`config.mk`:
```
export PLATFORM = sky130hd
export DESIGN_NAME = mac_address_text_parser
export DESIGN_NICKNAME = d
export VERILOG_FILES = /design/src/sv/mtp_pkg.sv /design/src/sv/mtp_classify.sv /design/src/sv/mtp_queue.sv /design/src/sv/mtp_parse.sv /design/src/sv/mac_address_text_parser.sv
export SDC_FILE = /design/constraint.sdc
export NUM_CORES = 1
export LEC_CHECK = 0
export BUFFER_PORTS_ARGS = -buffer_cell sky130_fd_sc_hd__buf_4
export CAP_MARGIN = 0
export CELL_PAD_IN_SITES_DETAIL_PLACEMENT = 1
export CELL_PAD_IN_SITES_GLOBAL_PLACEMENT = 1
export CORE_ASPECT_RATIO = 1.1
export CORE_UTILIZATION = 49
export CTS_BUF_LIST = sky130_fd_sc_hd__clkbuf_4 sky130_fd_sc_hd__clkbuf_8
export DETAILED_ROUTE_END_ITERATION = 8
export PLACE_DENSITY = 0.93
export SYNTH_ARGS = -nofsm -noshare
export SYNTH_HDL_FRONTEND = slang
export SYNTH_SLANG_ARGS = --single-unit
```
`constraint.sdc`:
```
create_clock -name aclk -period 4.6 [get_ports aclk]
set_input_delay 0.23 -clock aclk [delete_from_list [all_inputs] [get_ports aclk]]
set_output_delay 0.23 -clock aclk [all_outputs]
set_load 0.1 [all_outputs]
```
`src/sv/mtp_pkg.sv`:
```
// ----------------------------------------------------------------------------
// mtp_pkg
// Types, codes and constants shared by the MAC address text parser modules.
// ----------------------------------------------------------------------------
package mtp_pkg;

    localparam int CHAR_W       = 8;
    localparam int NIBBLE_W     = 4;
    localparam int ADDR_W       = 48;
    localparam int PART_W       = 3;
    localparam int DIGIT_W      = 2;
    localparam int QUEUE_DEPTH  = 2;

    localparam logic [PART_W-1:0]   LAST_PART       = 3'd5;
    localparam logic [DIGIT_W-1:0]  DIGITS_PER_PART = 2'd2;

    localparam logic [CHAR_W-1:0] CH_SPACE = 8'h20;
    localparam logic [CHAR_W-1:0] CH_TAB   = 8'h09;
    localparam logic [CHAR_W-1:0] CH_CR    = 8'h0D;
    localparam logic [CHAR_W-1:0] CH_COLON = 8'h3A;
    localparam logic [CHAR_W-1:0] CH_DASH  = 8'h2D;
    localparam logic [CHAR_W-1:0] CH_0     = 8'h30;
    localparam logic [CHAR_W-1:0] CH_9     = 8'h39;
    localparam logic [CHAR_W-1:0] CH_UA    = 8'h41;
    localparam logic [CHAR_W-1:0] CH_UF    = 8'h46;
    localparam logic [CHAR_W-1:0] CH_LA    = 8'h61;
    localparam logic [CHAR_W-1:0] CH_LF    = 8'h66;

    typedef enum logic [2:0] {
        CLS_HEX,
        CLS_BLANK,
        CLS_COLON,
        CLS_DASH,
        CLS_OTHER
    } char_class_t;

    typedef enum logic [1:0] {
        PH_LEAD,
        PH_START,
        PH_PART,
        PH_TRAIL
    } phase_t;

    typedef enum logic [1:0] {
        SEP_NONE,
        SEP_COLON,
        SEP_DASH
    } sep_kind_t;

    typedef enum logic [2:0] {
        ERR_NONE,
        ERR_NO_DIGIT,
        ERR_TOO_MANY,
        ERR_MIXED_SEP,
        ERR_TRAILING,
        ERR_UNEXPECTED,
        ERR_PART_COUNT,
        ERR_LAST_DIGITS
    } err_code_t;

    // One classified character as it travels from front to back.
    typedef struct packed {
        logic                ends;     // item closes the string
        logic                no_char;  // no character to consume
        char_class_t         cls;
        logic [NIBBLE_W-1:0] nibble;
    } mtp_item_t;

endpackage

```
`src/sv/mtp_classify.sv`:
```
// ----------------------------------------------------------------------------
// mtp_classify
// Front end: sorts each incoming character into a class and hex value.
// ----------------------------------------------------------------------------
module mtp_classify
    import mtp_pkg::*;
(
    input  logic [CHAR_W-1:0] character,
    input  logic              is_last,
    input  logic              end_only,
    output mtp_item_t         item
);

    logic is_digit;
    logic is_upper;
    logic is_lower;
    logic is_blank;

    always_comb begin
        is_digit = (character >= CH_0) && (character <= CH_9);
        is_upper = (character >= CH_UA) && (character <= CH_UF);
        is_lower = (character >= CH_LA) && (character <= CH_LF);
        is_blank = (character == CH_SPACE) || ((character >= CH_TAB) && (character <= CH_CR));

        item.ends    = is_last | end_only;
        item.no_char = end_only;
        // letters 'A'..'F' and 'a'..'f' both have low nibble 1..6
        item.nibble  = is_digit ? character[NIBBLE_W-1:0]
                                : character[NIBBLE_W-1:0] + NIBBLE_W'(9);

        if (is_digit || is_upper || is_lower) begin
            item.cls = CLS_HEX;
        end else if (is_blank) begin
            item.cls = CLS_BLANK;
        end else if (character == CH_COLON) begin
            item.cls = CLS_COLON;
        end else if (character == CH_DASH) begin
            item.cls = CLS_DASH;
        end else begin
            item.cls = CLS_OTHER;
        end
    end

endmodule

```
`src/sv/mtp_queue.sv`:
```
// ----------------------------------------------------------------------------
// mtp_queue
// Short flop-based queue between the classifier and the parser.
// ----------------------------------------------------------------------------
module mtp_queue
    import mtp_pkg::*;
#(
    parameter int DEPTH = QUEUE_DEPTH
) (
    input  logic      aclk,
    input  logic      aresetn,
    input  logic      wr_valid,
    output logic      wr_ready,
    input  mtp_item_t wr_item,
    output logic      rd_valid,
    input  logic      rd_ready,
    output mtp_item_t rd_item
);

    localparam int PTR_W = (DEPTH > 1) ? $clog2(DEPTH) : 1;
    localparam int CNT_W = $clog2(DEPTH + 1);
    localparam logic [PTR_W-1:0] PTR_LAST = PTR_W'(DEPTH - 1);
    localparam logic [CNT_W-1:0] CNT_FULL = CNT_W'(DEPTH);

    mtp_item_t        mem_reg [DEPTH];
    logic [PTR_W-1:0] wr_ptr_reg, wr_ptr_next;
    logic [PTR_W-1:0] rd_ptr_reg, rd_ptr_next;
    logic [CNT_W-1:0] count_reg, count_next;
    logic             push;
    logic             pop;

    always_comb begin
        wr_ready = (count_reg != CNT_FULL);
        rd_valid = (count_reg != '0);
        rd_item  = mem_reg[rd_ptr_reg];
        push     = wr_valid && wr_ready;
        pop      = rd_valid && rd_ready;

        wr_ptr_next = wr_ptr_reg;
        rd_ptr_next = rd_ptr_reg;
        count_next  = count_reg;
        if (push) begin
            wr_ptr_next = (wr_ptr_reg == PTR_LAST) ? '0 : wr_ptr_reg + PTR_W'(1);
        end
        if (pop) begin
            rd_ptr_next = (rd_ptr_reg == PTR_LAST) ? '0 : rd_ptr_reg + PTR_W'(1);
        end
        if (push && !pop) begin
            count_next = count_reg + CNT_W'(1);
        end else if (pop && !push) begin
            count_next = count_reg - CNT_W'(1);
        end
    end

    always_ff @(posedge aclk) begin
        if (!aresetn) begin
            wr_ptr_reg <= '0;
            rd_ptr_reg <= '0;
            count_reg  <= '0;
        end else begin
            wr_ptr_reg <= wr_ptr_next;
            rd_ptr_reg <= rd_ptr_next;
            count_reg  <= count_next;
        end
    end

    always_ff @(posedge aclk) begin
        if (push) begin
            mem_reg[wr_ptr_reg] <= wr_item;
        end
    end

endmodule

```
`src/sv/mtp_parse.sv`:
```
// ----------------------------------------------------------------------------
// mtp_parse
// Back end: runs the parse state machine and holds the result register.
// ----------------------------------------------------------------------------
module mtp_parse
    import mtp_pkg::*;
(
    input  logic              aclk,
    input  logic              aresetn,
    input  logic              item_valid,
    output logic              item_ready,
    input  mtp_item_t         item,
    output logic              m_valid,
    input  logic              m_ready,
    output logic [2:0]        m_error_code,
    output logic [ADDR_W-1:0] m_address
);

    phase_t              phase_reg, phase_next;
    logic [PART_W-1:0]   part_reg, part_next;
    logic [DIGIT_W-1:0]  digits_reg, digits_next;
    sep_kind_t           sep_reg, sep_next;
    logic [ADDR_W-1:0]   acc_reg, acc_next;
    err_code_t           err_reg, err_next;

    logic                m_valid_reg, m_valid_next;
    err_code_t           m_code_reg, m_code_next;
    logic [ADDR_W-1:0]   m_addr_reg, m_addr_next;

    logic                out_free;
    logic                pop;
    phase_t              ph;
    sep_kind_t           kind;
    err_code_t           code;

    // Control: pop an item when its result, if any, has room.
    always_comb begin
        out_free   = !m_valid_reg || m_ready;
        pop        = item_valid && (!item.ends || out_free);
        item_ready = !item.ends || out_free;
    end

    // Next state of the parser.
    always_comb begin
        phase_next  = phase_reg;
        part_next   = part_reg;
        digits_next = digits_reg;
        sep_next    = sep_reg;
        acc_next    = acc_reg;
        err_next    = err_reg;
        ph          = phase_reg;
        kind        = (item.cls == CLS_COLON) ? SEP_COLON : SEP_DASH;

        if (!item.no_char && (err_reg == ERR_NONE)) begin
            // leading blank skipped, anything else starts the first part
            if (ph == PH_LEAD && item.cls != CLS_BLANK) begin
                ph = PH_START;
            end
            case (ph)
                PH_LEAD: begin
                end
                PH_START: begin
                    if (item.cls == CLS_HEX) begin
                        acc_next    = {acc_reg[ADDR_W-NIBBLE_W-1:0], item.nibble};
                        digits_next = DIGIT_W'(1);
                        phase_next  = PH_PART;
                    end else begin
                        err_next = ERR_NO_DIGIT;
                    end
                end
                PH_PART: begin
                    if (item.cls == CLS_HEX) begin
                        if (digits_reg >= DIGITS_PER_PART) begin
                            err_next = ERR_TOO_MANY;
                        end else begin
                            acc_next    = {acc_reg[ADDR_W-NIBBLE_W-1:0], item.nibble};
                            digits_next = digits_reg + DIGIT_W'(1);
                        end
                    end else if ((item.cls == CLS_COLON || item.cls == CLS_DASH)
                                 && digits_reg == DIGITS_PER_PART
                                 && part_reg < LAST_PART) begin
                        if (sep_reg != SEP_NONE && sep_reg != kind) begin
                            err_next = ERR_MIXED_SEP;
                        end else begin
                            sep_next    = kind;
                            part_next   = part_reg + PART_W'(1);
                            digits_next = '0;
                            phase_next  = PH_START;
                        end
                    end else if (item.cls == CLS_BLANK && part_reg == LAST_PART) begin
                        phase_next = PH_TRAIL;
                    end else begin
                        err_next = ERR_UNEXPECTED;
                    end
                end
                PH_TRAIL: begin
                    if (item.cls != CLS_BLANK) begin
                        err_next = ERR_TRAILING;
                    end
                end
                default: begin
                end
            endcase
        end

        code = err_next;
        if (code == ERR_NONE) begin
            if (part_next != LAST_PART) begin
                code = ERR_PART_COUNT;
            end else if (digits_next != DIGITS_PER_PART) begin
                code = ERR_LAST_DIGITS;
            end
        end
    end

    // Result register loads on the closing item; parser state restarts.
    always_comb begin
        m_valid_next = m_valid_reg;
        m_code_next  = m_code_reg;
        m_addr_next  = m_addr_reg;
        if (pop && item.ends) begin
            m_valid_next = 1'b1;
            m_code_next  = code;
            m_addr_next  = (code == ERR_NONE) ? acc_next : '0;
        end else if (m_ready) begin
            m_valid_next = 1'b0;
        end
        m_valid      = m_valid_reg;
        m_error_code = m_code_reg;
        m_address    = m_addr_reg;
    end

    always_ff @(posedge aclk) begin
        if (!aresetn) begin
            phase_reg   <= PH_LEAD;
            part_reg    <= '0;
            digits_reg  <= '0;
            sep_reg     <= SEP_NONE;
            acc_reg     <= '0;
            err_reg     <= ERR_NONE;
            m_valid_reg <= 1'b0;
        end else begin
            m_valid_reg <= m_valid_next;
            if (pop) begin
                if (item.ends) begin
                    phase_reg  <= PH_LEAD;
                    part_reg   <= '0;
                    digits_reg <= '0;
                    sep_reg    <= SEP_NONE;
                    acc_reg    <= '0;
                    err_reg    <= ERR_NONE;
                end else begin
                    phase_reg  <= phase_next;
                    part_reg   <= part_next;
                    digits_reg <= digits_next;
                    sep_reg    <= sep_next;
                    acc_reg    <= acc_next;
                    err_reg    <= err_next;
                end
            end
        end
    end

    always_ff @(posedge aclk) begin
        m_code_reg <= m_code_next;
        m_addr_reg <= m_addr_next;
    end

endmodule

```
`src/sv/mac_address_text_parser.sv`:
```
// ----------------------------------------------------------------------------
// mac_address_text_parser
// Parses MAC address text one character per item into a 48-bit address.
// ----------------------------------------------------------------------------
//  channel | ports                                          | direction
//  --------+------------------------------------------------+----------
//  input   | s_valid s_ready s_character s_is_last s_end_only | in
//  result  | m_valid m_ready m_error_code m_address           | out
//
//  One character per cycle sustained while results are taken; a character
//  passes the classifier, the queue and the parser. A result is registered
//  once the parser pops its closing item. aresetn clears the queue, the
//  parser and the result valid flag. A stalled result holds only closing
//  items back; the queue takes characters until full (QDEPTH entries).
// ----------------------------------------------------------------------------
module mac_address_text_parser
    import mtp_pkg::*;
#(
    parameter int QDEPTH = QUEUE_DEPTH
) (
    input  logic              aclk,
    input  logic              aresetn,
    input  logic              s_valid,
    output logic              s_ready,
    input  logic [CHAR_W-1:0] s_character,
    input  logic              s_is_last,
    input  logic              s_end_only,
    output logic              m_valid,
    input  logic              m_ready,
    output logic [2:0]        m_error_code,
    output logic [ADDR_W-1:0] m_address
);

    mtp_item_t front_item;
    mtp_item_t back_item;
    logic      back_valid;
    logic      back_ready;

    mtp_classify u_classify (
        .character (s_character),
        .is_last   (s_is_last),
        .end_only  (s_end_only),
        .item      (front_item)
    );

    mtp_queue #(
        .DEPTH (QDEPTH)
    ) u_queue (
        .aclk     (aclk),
        .aresetn  (aresetn),
        .wr_valid (s_valid),
        .wr_ready (s_ready),
        .wr_item  (front_item),
        .rd_valid (back_valid),
        .rd_ready (back_ready),
        .rd_item  (back_item)
    );

    mtp_parse u_parse (
        .aclk         (aclk),
        .aresetn      (aresetn),
        .item_valid   (back_valid),
        .item_ready   (back_ready),
        .item         (back_item),
        .m_valid      (m_valid),
        .m_ready      (m_ready),
        .m_error_code (m_error_code),
        .m_address    (m_address)
    );

endmodule

```
==> flow_summary.ini <==
[grt]
grt_max_degree = 70
antenna_found_initial = 0
grt_pass1_wl_um = 25800
grt_pass1_vias = 5119
overflow = 0
grt_use_total_pct = 24.5

[worst_setup_path]
critPathLaunchType = register
cp.required_ns = 4.81
worstPathArrival_ns = 3.95
path_max_fanout = 49
path_class = reg -> reg
crit_path_end_kind = register
r2r_slack_ns = 0.85

[power_and_ir_drop]
p_clk_share_pct = 22.2
power_density_mw_per_mm2 = 595
p_sw_share_pct = 45.5
internal-power_w = 0.00239
power_switching_w = 0.00200
combPwrFrac_pct = 41.9
p_leak_nw = 2.39
seqPwrFrac_pct = 35.9
vdd_ir_drop_max_mv = 0.465

[logic_synthesis]
synth-seq-cells = 135
synth_fp_nets = 585
netlist_area_mm2 = 0.00637
ys_types = 60
seq_area_frac_synth_pct = 53.3
async_reset_ff_share_pct = 0
synth-main-ff-cell = edfxtp_1
yosys_warnings = 0
avgSynthCellArea_um2 = 11.3
syn_inst = 562
synth_edf_count = 69

[placed_design]
dp_hpwl_um = 10700
io_buffers = 66
place_area_mm2 = 0.00698
place.gp.congestion = 0.894
dp_slack_ns = 0.875

[cells_and_area]
seqCellArea_mm2 = 0.00339
diodes = 0
drive_above_1_share_pct = 20.4
fill_cells = 1325
fin_util_pct = 58.4
design_area_mm2 = 0.00738
nNetsFinal = 637
multi_input_area_mm2 = 0.00279
syn2layout_area_growth_pct = 16.0

[timing]
rsz0062_at_grt = false
final.setup.tns_ns = 0
fin_hold_ws_ns = 0.0718
relSlewSlack_pct = 22.7
tightestPinTransition_ns = 1.16
worst_clock_skew_ns = 0.0101
slew_viol_final = 0
period_share_pct = 81.4
setup_viol = 0
fin_ws_ns = 0.854
period_needed_ns = 3.75
hold_violations = 0
fmax_mhz = 267

[clock_network]
clkTransAtPathRegs_ns = 0.08
clock_tree.htree_level_count = 4
clkSinkCount = 135
cts_tree = done
clockBufferDepth = 2
clk_latency_ns = 0.44
cts_buffers = 17
root_buffer = clkbuf_8

[die]
rows = 43
die_x_um = 111
initial_utilization_pct = 50.4
io_pins = 67
die_area_mm2 = 0.0135
coreArea_mm2 = 0.0126
dieHeight_um = 122

[drt]
drc = 0
drt_iter0_drc = 320
num_vias = 4829
drt_wl_total_um = 15900
viasPerCell = 6.16
ant_nets = 0
first_pass_iters = 5
routedWlPerCell_um = 20.3

[run_status]
run_status = complete, no violations

[min_path]
hold_class = in -> reg

[run]
cap_violations = 0
## cells in the mapped netlist, drive strengths merged (4+ instances only)
| cell type | number | share of area [%] |
|---|---|---|
| ha | 9 | 1.8 |
| nor2b | 55 | 5.4 |
| nand2 | 19 | 1.1 |
| mux2i | 52 | 8.2 |
| clkbuf | 29 | 1.7 |
| nand3 | 8 | 0.63 |
| o21ai | 17 | 1.3 |
| inv | 10 | 0.59 |
| a31oi | 5 | 0.49 |
| dfxtp | 66 | 21 |
| buf | 14 | 1.4 |
| and3 | 4 | 0.39 |
| o21a | 5 | 0.59 |
| a2bb2oi | 4 | 0.55 |
| nor4 | 52 | 6.3 |
| edfxtp | 69 | 33 |
| and2 | 8 | 0.79 |
| a21oi | 14 | 1.3 |
| xnor2 | 4 | 0.55 |
| a21boi | 4 | 0.47 |
| nor3 | 4 | 0.31 |
| nor2 | 11 | 0.65 |
| nor3b | 7 | 0.83 |
| a22oi | 46 | 5.4 |
## path summary, 6_finish.rpt
path | from | end | cells after the start
setup / recovery | register | u_parse.m_address[39] | 6
setup reg to reg | register | u_parse.m_address[39] | 6
hold / removal | s_is_last | u_queue.mem_reg[1][8] | 2
hold reg to reg | u_parse.digits_reg[0] | u_parse.digits_reg[0] | 2
## layout by cell type, fill, tap and decap left out, types with 5 or more instances in the layout
cell type and count:
ha_1 9, nand2_1 19, a22oi_1 46, and2_1 8, nor2b_1 55, o21ai_0 15
a31oi_1 5, edfxtp_1 69, dfxtp_1 66, nor2_1 10, a21oi_1 13, nand3_1 7
nor4_1 41, nor4_2 10, nor3b_1 7, buf_4 75, mux2i_1 52, inv_1 10
clkbuf_8 19, o21a_1 5
## logic make-up after synthesis
logic type	Yosys count	synth area share, %
buffers and inverters	53	3.71
DFF	135	53.3
xor gates and xnor gates	7	0.963
muxes	54	8.53
and+or+nand+nor	187	18.7
AOI/OAI and AO/OA	117	13.0
adders and majority gates	9	1.77
## cell type report
type / count / share of cell area [%]
clock buffer: 23 / 3.95
clock inverter: 9 / 1.37
inverter: 10 / 0.508
multi-input combinational: 374 / 37.8
sequential: 135 / 46.0
tap: 157 / 2.66
timing repair buffer: 76 / 7.76
## power groups by stage
stage          Clock [W]  Combinational, W  Sequential (W)
4_1_cts         0.000993           0.00184         0.00158
6_report        0.000975           0.00184         0.00158
2_1_floorplan          0          0.000568         0.00246
3_5_place_dp           0           0.00184         0.00161
3_3_place_gp           0           0.00179         0.00159
5_1_grt          0.00104           0.00191         0.00159
## routing by layer
layer  up-vias  global-route usage (%)  part of all wire (%)
li1       2247                       -                     -
met1      2421                    27.2                    40
met2       126                    45.7                    54
met3        35                    4.53                   3.4
met4         0                    10.9                   2.4
met5         -                       0                     0
## metrics by stage
stage	std cells	power, W
after floorplan	562	0.00302
after global placement	751	0.00337
after detailed placement	751	0.00345
after CTS	784	0.00442
after global routing	784	0.00454
final	784	0.00439
## repair_timing
item                                   4_1_cts  5_1_grt
gates resized for setup                      0        0
buffers inserted                             0        0
hold buffers                                 1        0
endpoints found under the hold margin        2        0
## worst max-delay path, stage by stage, from the launching register on
cell	delay (ns)
dfxtp_1	0.73
mux2i_1	0.45
mux2i_1	0.41
o211a_1	0.25
o22ai_1	0.10
or3_2	0.95
nor4_1	0.58
Power figures use the tool's default switching activity.
